==> config.mk <==
export PLATFORM = sky130hd
export DESIGN_NAME = selective_repeat_receiver
export DESIGN_NICKNAME = d
export VERILOG_FILES = /design/src/hw/rtl/srr_pkg.sv /design/src/hw/rtl/selective_repeat_receiver.sv /design/src/hw/rtl/srr_ram.sv /design/src/hw/rtl/srr_ctrl.sv
export SDC_FILE = /design/constraint.sdc
export NUM_CORES = 1
export LEC_CHECK = 0
export ABC_AREA = 1
export BUFFER_PORTS_ARGS = -buffer_cell sky130_fd_sc_hd__buf_2
export CAP_MARGIN = 20
export CELL_PAD_IN_SITES_DETAIL_PLACEMENT = 0
export CELL_PAD_IN_SITES_GLOBAL_PLACEMENT = 2
export CORE_MARGIN = 2
export CORE_UTILIZATION = 46
export DETAILED_ROUTE_END_ITERATION = 10
export MAX_ROUTING_LAYER = met4
export PLACE_DENSITY_LB_ADDON = 0.1
export RECOVER_POWER = 100
export SLEW_MARGIN = 40
export SYNTH_ARGS = -nofsm -noshare
export SYNTH_HDL_FRONTEND = slang
export SYNTH_HIERARCHICAL = 1
export SYNTH_SLANG_ARGS = --single-unit
==> constraint.sdc <==
create_clock -name clk_i -period 8.99 [get_ports clk_i]
set_input_delay 0.899 -clock clk_i [delete_from_list [all_inputs] [get_ports clk_i]]
set_output_delay 0.899 -clock clk_i [all_outputs]
set_load 0.02 [all_outputs]
==> src/hw/rtl/srr_pkg.sv <==
// Shared types and constants for the selective-repeat receiver.
package srr_pkg;

  localparam int unsigned SEQ_W     = 5;
  localparam int unsigned PAYLOAD_W = 32;

  // Packet kind carried in the input tuser
  localparam logic PK_DATA = 1'b0;
  localparam logic PK_ACK  = 1'b1;

  typedef enum logic [1:0] {
    RK_ACK_SEND = 2'd0,
    RK_DELIVER  = 2'd1,
    RK_ACK_NEW  = 2'd2,
    RK_ACK_DUP  = 2'd3
  } result_kind_e;

  typedef enum logic [1:0] {
    ST_IDLE,
    ST_EVAL,
    ST_RD,
    ST_OUT
  } state_e;

  typedef struct packed {
    logic                 ok;
    logic                 kind;
    logic [SEQ_W-1:0]     seq;
    logic [SEQ_W-1:0]     ack;
    logic [PAYLOAD_W-1:0] payload;
  } pkt_t;

  // One result issued by the sequencer; delivered payload comes from the RAM
  typedef struct packed {
    logic             valid;
    result_kind_e     kind;
    logic [SEQ_W-1:0] ack_seq;
    logic [SEQ_W-1:0] deliver_seq;
    logic             last;
  } res_t;

endpackage

==> src/hw/rtl/selective_repeat_receiver.sv <==
// Selective-repeat ARQ receiver top level: sequencer, payload RAM, output register.
// Each input transaction is one received packet. Packets with a clear checksum flag or a
// slot number not below SLOTS give no result. A data packet for a fresh slot is stored
// and acknowledged; then, if the next undelivered slot is now held, the contiguous run
// of stored payloads from it is released in order (one result each, tlast on the final
// one). A repeated data packet is acknowledged again; an ack packet reports a new or
// duplicate ack. Slots are used once, no wrap. Timing: the block takes a packet, decides
// in the EVAL state once the output register is free, then returns to idle; it takes no
// new packet before it is through with the last. A packet that starts a drain first goes
// through a read state of the registered payload RAM, then one payload per cycle leaves
// its single read port while tready is high; back-pressure stalls the sequencer in place.
module selective_repeat_receiver #(
  parameter int unsigned SLOTS        = 32,
  parameter int unsigned PAYLOAD_BITS = 32
) (
  input  logic        clk_i,
  input  logic        rst_ni,
  input  logic        s_axis_tvalid_i,
  output logic        s_axis_tready_o,
  input  logic [47:0] s_axis_tdata_i,  // seq_number[4:0], ack_number[9:5], payload[41:10]
  input  logic [1:0]  s_axis_tuser_i,  // checksum_ok[0], packet_kind[1]
  output logic        m_axis_tvalid_o,
  input  logic        m_axis_tready_i,
  output logic [47:0] m_axis_tdata_o,  // ack_seq[4:0], deliver_seq[9:5], deliver_payload[41:10]
  output logic [1:0]  m_axis_tuser_o,  // result_kind[1:0]
  output logic        m_axis_tlast_o
);
  import srr_pkg::*;

  localparam int unsigned IDX_W = $clog2(SLOTS);

  pkt_t                    pkt;
  res_t                    res;
  logic                    out_free;
  logic                    ram_wr_en;
  logic [IDX_W-1:0]        ram_wr_addr, ram_rd_addr;
  logic [PAYLOAD_BITS-1:0] ram_wr_data, ram_rd_data;
  logic [PAYLOAD_W-1:0]    dpay;

  // Output register state
  logic                 m_valid_q, m_valid_d;
  logic [47:0]          m_data_q;
  logic [1:0]           m_user_q;
  logic                 m_last_q;

  // Unpack the incoming transaction
  assign pkt.ok      = s_axis_tuser_i[0];
  assign pkt.kind    = s_axis_tuser_i[1];
  assign pkt.seq     = s_axis_tdata_i[4:0];
  assign pkt.ack     = s_axis_tdata_i[9:5];
  assign pkt.payload = s_axis_tdata_i[41:10];

  // Output register can take a new result when empty or being drained this cycle
  assign out_free = !m_valid_q || m_axis_tready_i;

  srr_ctrl #(
    .SLOTS        (SLOTS),
    .PAYLOAD_BITS (PAYLOAD_BITS)
  ) u_ctrl (
    .clk_i         (clk_i),
    .rst_ni        (rst_ni),
    .in_valid_i    (s_axis_tvalid_i),
    .in_ready_o    (s_axis_tready_o),
    .pkt_i         (pkt),
    .out_free_i    (out_free),
    .res_o         (res),
    .ram_wr_en_o   (ram_wr_en),
    .ram_wr_addr_o (ram_wr_addr),
    .ram_wr_data_o (ram_wr_data),
    .ram_rd_addr_o (ram_rd_addr)
  );

  // Payload store, one word per slot
  srr_ram #(
    .WIDTH (PAYLOAD_BITS),
    .DEPTH (SLOTS)
  ) u_ram (
    .clk_i     (clk_i),
    .wr_en_i   (ram_wr_en),
    .wr_addr_i (ram_wr_addr),
    .wr_data_i (ram_wr_data),
    .rd_addr_i (ram_rd_addr),
    .rd_data_o (ram_rd_data)
  );

  // Stored width may differ from the port field; zero-extend or truncate
  assign dpay = (res.kind == RK_DELIVER) ? PAYLOAD_W'(ram_rd_data) : '0;

  assign m_valid_d = res.valid || (m_valid_q && !m_axis_tready_i);

  always_ff @(posedge clk_i or negedge rst_ni) begin
    if (!rst_ni) begin
      m_valid_q <= 1'b0;
    end else begin
      m_valid_q <= m_valid_d;
    end
  end

  always_ff @(posedge clk_i) begin
    if (res.valid) begin
      m_data_q <= {6'b0, dpay, res.deliver_seq, res.ack_seq};
      m_user_q <= res.kind;
      m_last_q <= res.last;
    end
  end

  assign m_axis_tvalid_o = m_valid_q;
  assign m_axis_tdata_o  = m_data_q;
  assign m_axis_tuser_o  = m_user_q;
  assign m_axis_tlast_o  = m_last_q;

  // Sequencer only issues a result into a free output register
  a_issue_free: assert property (@(posedge clk_i) disable iff (!rst_ni)
    res.valid |-> out_free)
    else $error("result issued into occupied output register");

  // No result is issued while the block is taking packets
  a_issue_busy: assert property (@(posedge clk_i) disable iff (!rst_ni)
    res.valid |-> !s_axis_tready_o)
    else $error("result issued while idle");

  // An accepted packet keeps the block busy for its evaluation cycle
  a_accept_busy: assert property (@(posedge clk_i) disable iff (!rst_ni)
    (s_axis_tvalid_i && s_axis_tready_o) |=> !s_axis_tready_o)
    else $error("ready right after accepting a packet");

endmodule

==> src/hw/rtl/srr_ram.sv <==
// Generic single-write, single-read RAM with registered read data.
module srr_ram #(
  parameter int unsigned WIDTH = 32,
  parameter int unsigned DEPTH = 32
) (
  input  logic                     clk_i,
  input  logic                     wr_en_i,
  input  logic [$clog2(DEPTH)-1:0] wr_addr_i,
  input  logic [WIDTH-1:0]         wr_data_i,
  input  logic [$clog2(DEPTH)-1:0] rd_addr_i,
  output logic [WIDTH-1:0]         rd_data_o
);

  logic [WIDTH-1:0] mem_q [DEPTH];
  logic [WIDTH-1:0] rd_data_q;

  always_ff @(posedge clk_i) begin
    if (wr_en_i) begin
      mem_q[wr_addr_i] <= wr_data_i;
    end
    rd_data_q <= mem_q[rd_addr_i];
  end

  assign rd_data_o = rd_data_q;

endmodule

==> src/hw/rtl/srr_ctrl.sv <==
// Sequencer: packet decode, slot flags, in-order drain pointer.
module srr_ctrl #(
  parameter int unsigned SLOTS        = 32,
  parameter int unsigned PAYLOAD_BITS = 32
) (
  input  logic                     clk_i,
  input  logic                     rst_ni,
  input  logic                     in_valid_i,
  output logic                     in_ready_o,
  input  srr_pkg::pkt_t            pkt_i,
  input  logic                     out_free_i,
  output srr_pkg::res_t            res_o,
  output logic                     ram_wr_en_o,
  output logic [$clog2(SLOTS)-1:0] ram_wr_addr_o,
  output logic [PAYLOAD_BITS-1:0]  ram_wr_data_o,
  output logic [$clog2(SLOTS)-1:0] ram_rd_addr_o
);
  import srr_pkg::*;

  localparam int unsigned IDX_W = $clog2(SLOTS);
  localparam int unsigned CNT_W = $clog2(SLOTS + 1);

  state_e           state_q, state_d;
  pkt_t             pkt_q;
  logic [CNT_W-1:0] ntd_q, ntd_d;     // next slot to deliver
  logic [CNT_W-1:0] ntd_inc;
  logic [SLOTS-1:0] recv_q, recv_d;
  logic [SLOTS-1:0] acked_q, acked_d;

  logic [IDX_W-1:0] seq_idx, ack_idx, ntd_idx, nxt_idx;
  logic             in_range, drain_go, more;

  assign seq_idx = IDX_W'(pkt_q.seq);
  assign ack_idx = IDX_W'(pkt_q.ack);
  assign ntd_idx = IDX_W'(ntd_q);
  assign ntd_inc = ntd_q + CNT_W'(1);
  assign nxt_idx = IDX_W'(ntd_inc);

  assign in_range = (pkt_q.kind == PK_DATA) ? (int'(pkt_q.seq) < SLOTS)
                                            : (int'(pkt_q.ack) < SLOTS);
  // Drain starts if the head slot is already held or is the one just written
  assign drain_go = (int'(ntd_q) < SLOTS) && (recv_q[ntd_idx] || (ntd_idx == seq_idx));
  assign more     = (int'(ntd_inc) < SLOTS) && recv_q[nxt_idx];

  assign ram_wr_addr_o = seq_idx;
  assign ram_wr_data_o = PAYLOAD_BITS'(pkt_q.payload);

  always_comb begin
    state_d       = state_q;
    ntd_d         = ntd_q;
    recv_d        = recv_q;
    acked_d       = acked_q;
    res_o         = '0;
    ram_wr_en_o   = 1'b0;
    ram_rd_addr_o = ntd_idx;
    in_ready_o    = 1'b0;
    case (state_q)
      ST_IDLE: begin
        in_ready_o = 1'b1;
        if (in_valid_i) begin
          state_d = ST_EVAL;
        end
      end
      ST_EVAL: begin
        if (!pkt_q.ok || !in_range) begin
          state_d = ST_IDLE;
        end else if (out_free_i) begin
          res_o.valid = 1'b1;
          res_o.last  = 1'b1;
          state_d     = ST_IDLE;
          if (pkt_q.kind == PK_DATA) begin
            res_o.kind    = RK_ACK_SEND;
            res_o.ack_seq = pkt_q.seq;
            if (!recv_q[seq_idx]) begin
              recv_d[seq_idx] = 1'b1;
              ram_wr_en_o     = 1'b1;
              if (drain_go) begin
                res_o.last = 1'b0;
                state_d    = ST_RD;
              end
            end
          end else begin
            res_o.kind       = acked_q[ack_idx] ? RK_ACK_DUP : RK_ACK_NEW;
            res_o.ack_seq    = pkt_q.ack;
            acked_d[ack_idx] = 1'b1;
          end
        end
      end
      ST_RD: begin
        state_d = ST_OUT;
      end
      ST_OUT: begin
        if (out_free_i) begin
          res_o.valid       = 1'b1;
          res_o.kind        = RK_DELIVER;
          res_o.deliver_seq = SEQ_W'(ntd_q);
          res_o.last        = !more;
          ntd_d             = ntd_inc;
          if (more) begin
            ram_rd_addr_o = nxt_idx;
          end else begin
            state_d = ST_IDLE;
          end
        end
      end
      default: begin
        state_d = ST_IDLE;
      end
    endcase
  end

  always_ff @(posedge clk_i or negedge rst_ni) begin
    if (!rst_ni) begin
      state_q <= ST_IDLE;
      ntd_q   <= '0;
      recv_q  <= '0;
      acked_q <= '0;
    end else begin
      state_q <= state_d;
      ntd_q   <= ntd_d;
      recv_q  <= recv_d;
      acked_q <= acked_d;
    end
  end

  always_ff @(posedge clk_i) begin
    if (in_ready_o && in_valid_i) begin
      pkt_q <= pkt_i;
    end
  end

endmodule
### After elaboration in Yosys (flattened, before gate mapping)

Memory sizes are Yosys's and may differ from the RTL's. A register that Yosys moved wholly into a read port is not among the register bits.
Index checks and enable logic that the tools add are counted.

| cells by class | value |
|---|---|
| multiplexer cells | 45 |
| order comparisons | 8 |
| eq/ne operators | 9 |
| reductions and logical operators | 18 |
| add/subtract/negate cells | 1 |
| bitwise logic cells | 4 |

Operators by type and width:

| kind | number |
|---|---|
| OR 32 bit | 2 |
| < comparator 5 x 6 -> 1 bit (second input constant) | 4 |
| two-way mux 1 bit | 21 |
| binary-select mux 1 bit (select 5 bit) | 4 |
| two-way mux 2 bit | 8 |
| two-way mux 8 bit | 2 |
| two-way mux 5 bit | 3 |
| < comparator 6 bit (second input constant) | 2 |
| demux 1 bit (select 5 bit) | 2 |
| greater-or-equal comparator 5 x 1 -> 1 bit (second input constant) | 2 |
| one-hot mux 2 bit (4 select lines) | 1 |
| AND reduction 4 bit | 2 |
| two-way mux 7 bit | 1 |
| adder 6 x 1 -> 6 bit (second input constant) | 1 |
| logical AND 1 bit | 6 |
| != test 2 bit (second input constant) | 3 |
| one-hot mux 3 bit (2 select lines) | 1 |
| equality test 5 bit | 1 |
| AND reduction 5 bit | 1 |
| equality test 2 x 1 -> 1 bit (second input constant) | 2 |
| equality test 2 bit (second input constant) | 2 |
| logical NOT 1 bit | 3 |
| logical OR 1 bit | 3 |
| two-way mux 3 bit | 1 |
| 6 further kinds | 7 |

| word-level totals | value |
|---|---|
| input port bits | 54 |
| memories | 1 |
| word-level logic and storage cells | 101 |
| output and inout bits | 53 |
| bits in writable memories | 1,024 |
| register bits | 162 |

Memory list:

| memory | words | width | read ports | clocked after Yosys merged registers in | write ports | line | RTL |
|---|---|---|---|---|---|---|---|
| u_ram.mem_q | 32 | 32 | 1 | 1 | 1 | srr_ram.sv:14 | `logic [WIDTH-1:0] mem_q [DEPTH];` |

### Logic depth before layout (Yosys ltp)

| logic depth | value |
|---|---|
| word-level depth | 10 |
| depth in mapped cells | 23 |

### Cells and area by module

The synthesis kept the hierarchy.

By module, submodules not included:

| module | area an instance (µm²) | seq. area each (µm²) | cells each | times used |
|---|---|---|---|---|
| srr_ram | 42,405.7 | 31,390.1 | 3,536 | 1 |
| srr_ctrl | 5,979.5 | 3,123.0 | 717 | 1 |
| selective_repeat_receiver | 1,799.2 | 1,376.3 | 126 | 1 |

### Worst setup path before layout

OpenSTA, ideal clock, no wires.

| timing path | value |
|---|---|
| kind | input port to flip-flop |
| start point | input port m_axis_tready_i |
| end point | memory u_ram.mem_q[11][0] (enable) |
| required time | 8,569 ps |
| setup time | 421 ps |
| cell stages on the path | 9 |
| path buffers | 1 |
| arrival | 3,274 ps |
| path slack | 5,295 ps |
| cells stage by stage | inv_1 -> nand2_1 -> inv_1 -> nor2_1 -> inv_2 -> nor2_4 -> buf_6 -> nand3_1 -> nor2_1 |

| between the ends | value |
|---|---|
| longest elaborated chain between the ends | 6 |

RTL lines:

| item | line | RTL |
|---|---|---|
| from (decl) | selective_repeat_receiver.sv:23 | `input logic m_axis_tready_i,` |
| logical OR 1 bit | selective_repeat_receiver.sv:54 | `assign out_free = !m_valid_q \|\| m_axis_tready_i;` |
| named net out_free | selective_repeat_receiver.sv:34 | `logic out_free;` |
| two-way mux 1 bit | srr_ctrl.sv:67 | `end else if (out_free_i) begin` |
| two-way mux 1 bit | srr_ctrl.sv:65 | `if (!pkt_q.ok \|\| !in_range) begin` |
| two-way mux 1 bit | srr_ctrl.sv:57 | `case (state_q)` |
| named net ram_wr_en | selective_repeat_receiver.sv:35 | `logic ram_wr_en;` |
| two-way mux 1 bit | srr_ram.sv:18 | `if (wr_en_i) begin` |
| two-way mux 1 bit (implied by the code) | srr_ram.sv:19 | `mem_q[wr_addr_i] <= wr_data_i;` |
| to (decl) | srr_ram.sv:14 |  |

The timed path passes the listed nets, and every way through them passes these cells.

### Final worst setup path

| timing path | value |
|---|---|
| start point | register u_ctrl.pkt_q (netlist bit u_ctrl/ram_wr_addr_o[0]) |
| end point | memory u_ram.mem_q[5][6] (enable) |

| between the ends | value |
|---|---|
| longest elaborated chain between the ends | 9 |

RTL lines:

| item | line | RTL |
|---|---|---|
| from (decl) | srr_ctrl.sv:24 | `pkt_t pkt_q;` |
| from (signal assigned) | srr_ctrl.sv:128 | `pkt_q <= pkt_i;` |
| binary-select mux 1 bit (select 5 bit) | srr_ctrl.sv:74 | `if (!recv_q[seq_idx]) begin` |
| two-way mux 1 bit (implied by the code) | srr_ctrl.sv:74 |  |
| two-way mux 1 bit | srr_ctrl.sv:74 |  |
| two-way mux 1 bit | srr_ctrl.sv:71 | `if (pkt_q.kind == PK_DATA) begin` |
| two-way mux 1 bit | srr_ctrl.sv:67 |  |
| two-way mux 1 bit | srr_ctrl.sv:65 |  |
| two-way mux 1 bit | srr_ctrl.sv:57 |  |
| named net ram_wr_en | selective_repeat_receiver.sv:35 |  |
| two-way mux 1 bit | srr_ram.sv:18 |  |
| two-way mux 1 bit (implied by the code) | srr_ram.sv:19 |  |

The timed path passes the listed nets, and every way through them passes these cells. The select of a mux whose other input is x is not followed.

==> key figures <==
CTS
  • Clock Path Buffers: 3
  • Root Buffer: clkbuf_16
  • Clk sink count: approximately 1200
  • Setup repair bufs after CTS: 0
  • CTS tree: yes
  • Clock transition at path regs: 60 ps
  • CTS Buf Count: roughly 130
  • Post-CTS sizing: 0
  • CTS H-tree lvls: 4
  • Post-CTS Hold Buffers: 0
  • Worst-Skew Late Latency: 740 ps

Die
  • Site Rows: around 120
  • Core box area: ~0.11 sq mm
  • # IOs: 107
  • Initial Util: 46.2%
  • Die X-Extent: 334 um
  • Die ar.: 0.112 sq mm
  • Die Y: 334 um

Detailed routing
  • Via Count: ~32000
  • Detailed Routing Iterations Pass 1: 5
  • Via density: roughly 5.4
  • Drt first-iter violations: 2712
  • Routed WL per cell: ~24 um
  • Routed WL: 143 mm
  • Drt drc: 0
  • ANT nets after route: 0

Status
  • Violations in the final reports: max-capacitance violations, max-slew violations
  • Status: finished with violations

Worst setup path
  • Crit start category: register
  • WP buf/inv: 4
  • WS Path Type: reg -> reg
  • Worst-path cell chain: clkbuf_1 -> inv_1 -> nand2_1 -> nand2_1 -> nand2_1 -> nand2_1 -> nand2_1 -> nand2_1 -> nor2_2 -> nand3_1 -> nor2_1 -> buf_16 -> nand3_1 -> nor2_1 -> buf_4
  • Max stage delay cell, worst path: nor2_1
  • Data arrival time of the worst path: 7330 ps
  • Most common cell on crit path: nand2_1
  • Element type at the critical path end: register
  • CP peak stage delay: about 1300 ps
  • Crit path max-delay family: simple AND/OR/NAND/NOR gates
  • CP max FO: 29
  • Critical path required time: 9400 ps

Layout
  • Fill count: 9618
  • Final Non-Filler Cells: 5965
  • # diodes: 0
  • Share of post-route cells with drive strength above 1: 7.49%
  • Seq. cell area: 0.0359 sq mm
  • Multi-input gate area: 0.0119 sq mm
  • Nets: 4501
  • Layout area overhead: 11.1%

Yosys
  • Sequential-to-total area share from yosys stat: 71.5%
  • Syn_area_per_cell: 11.5 sq um
  • Mapped Cells: 4379
  • Post-synthesis cell type count: 33
  • FF+latch count, synth: 1218
  • Ys Warns: 6
  • Cell area after synthesis: 0.0502 sq mm

Global route
  • Grt ovf: 0
  • Initial antenna violation count: 3
  • Pin count of the biggest net entering global routing: 173
  • Number of global-route vias before repair: 30534
  • GRT Overall Usage: a little over a quarter
  • First-pass GRT wire length: 207 mm

Power and ir drop
  • Final Power: 18500 uW
  • VDD IR max: roughly 340 uV
  • PD cells: 332 mW/mm^2
  • P_leak: ~0.021 uW

Placed design
  • Detailed placement HPWL: 76.0 mm
  • Routability cong.: between 0.7 and 0.8
  • Cells after DPL: 5711
  • Port Buf Inserts: between 90 and 100
  • Post-place setup slack: 3600 ps

STA
  • Hold Slack: 330 ps
  • Worst Setup Slack, final: 2070 ps
  • Period Utilization, post-route: 77.0%
  • Final setup fails: 0
  • Minimum clock period: between 6000 and 7000 ps
  • Slew margin rel.: -180%
  • RSZ-0062 raised after global routing: false
  • TNS Setup: 0 ps
  • Achievable clock frequency: 145 MHz
  • Final Slew Violations: 396
  • Worst-Margin Slew: ~4200 ps
  • Fin. Hold Viols: 0
  • Worst Clk Skew: 20.6 ps

Job
  • Max-Cap Viols: 11

Hold path
  • Worst hold path type: in -> reg
==> synth_stat cells <==
library cell	number	area share (%)
o211ai_1	5	0.075
ha_1	1	0.025
o21ai_1	1	0.010
a21oi_1	8	0.080
inv_8	1	0.022
buf_6	74	1.7
nor3_2	3	0.060
nor2_4	2	0.045
clkbuf_1	30	0.22
nor3_1	13	0.13
nand2_2	1	0.012
nand3_1	877	8.7
conb_1	1	0.0075
dfxtp_1	32	1.3
buf_1	18	0.13
o21ai_0	57	0.57
nand2_1	1629	12
xor2_1	6	0.10
dfrtp_1	73	3.6
buf_2	93	0.93
inv_2	9	0.067
nor2_1	61	0.46
buf_8	3	0.090
buf_4	69	1.0
o22ai_1	16	0.20
nand4_1	4	0.050
clkinv_1	1	0.0075
nand3_2	2	0.040
edfxtp_1	1113	67
nor2_2	33	0.41
or2_1	1	0.012
inv_1	138	1.0
xnor2_1	4	0.070
==> logic make-up (layout without fill, tap and decap cells) <==
| family | count (synthesis) | after routing | synth area share (%) |
|---|---|---|---|
| xor gates and xnor gates | 10 | 10 | 0.175 |
| buffers and inverters | 436 | 603 | 5.20 |
| and+or+nand+nor | 2626 | 2626 | 22.1 |
| other | 1 | 6 | 0.00747 |
| DFF | 1218 | 1218 | 71.5 |
| AOI/OAI and AO/OA | 87 | 87 | 0.932 |
| adders and majority gates | 1 | 1 | 0.0249 |
==> metal layers <==
layer  up-vias  part of all wire, %  track usage, %
li1      15145                    -               -
met1     15877                   44            34.9
met2       874                   48            42.3
met3       225                  5.3            3.85
met4         0                  2.8            8.56
met5         -                    0               -
==> final cells by class <==
type / instances / share of cell area (%)
clock buffers: 194 / 6.83
clock inverters: 47 / 0.651
inverters: 149 / 1.06
multi-input cells: 2730 / 21.4
flip-flops and latches: 1218 / 64.4
well taps: 1414 / 3.17
repair buffers: 213 / 2.53
==> power by group <==
part / switching [uW] / internal (uW)
Combinational: 4660 / 1660
Clock: 2180 / 3050
Sequential: 220 / 6720
Total: 7060 / 11400
==> state kept, by name (all words and copies together) (netlist names), named ones only <==
name                  count
u_ram/mem_q            1024
m_axis_tdata_o           42
u_ctrl/acked_q           32
u_ctrl/ram_wr_data_o     32
u_ctrl/recv_q            32
u_ram/rd_data_o          32
u_ctrl/ntd_q              6
u_ctrl/ack_idx            5
u_ctrl/ram_wr_addr_o      5
m_axis_tuser_o            2
u_ctrl/pkt_q              2
m_axis_tlast_o            1
m_axis_tvalid_o           1
u_ctrl/state_q            1
==> metrics by stage <==
step           cell area [sq um]  utilization, %
2_1_floorplan              50200               -
3_3_place_gp               51300            47.3
6_report                   55700            51.4
3_5_place_dp               52000            47.9
4_1_cts                    56200            51.8
5_1_grt                    55700            51.4
==> worst paths after layout <==
check	end	cells after the start	start	slack, ps
worst max-delay path	u_ram/mem_q[5][6]	15	u_ctrl/ram_wr_addr_o[0]	2070
worst min-delay path	u_ctrl/ram_wr_data_o[7]	1	s_axis_tdata_i[17]	330
worst max register to register	u_ram/mem_q[5][6]	15	u_ctrl/ram_wr_addr_o[0]	2070
worst min register to register	u_ctrl/acked_q[23]	2	u_ctrl/acked_q[23]	460
max in group asynchronous	u_ctrl/acked_q[4]	2	rst_ni	5230
min in group asynchronous	u_ctrl/recv_q[18]	1	rst_ni	520
==> cells in the final DEF (no fill, tap or decap), types with 12 or more instances in the layout <==
cell,instances
clkbuf_16,141
nor2_4,27
dfrtp_1,73
buf_2,29
o22ai_1,16
nand3_1,878
clkbuf_1,158
inv_1,142
clkinv_2,12
clkinv_1,24
dfxtp_1,32
nor2_1,41
nor2_2,28
buf_4,41
edfxtp_1,1113
o21ai_0,54
nand2_1,1630
nor3_1,14
Note: power is estimated with default switching activity, not from simulation.
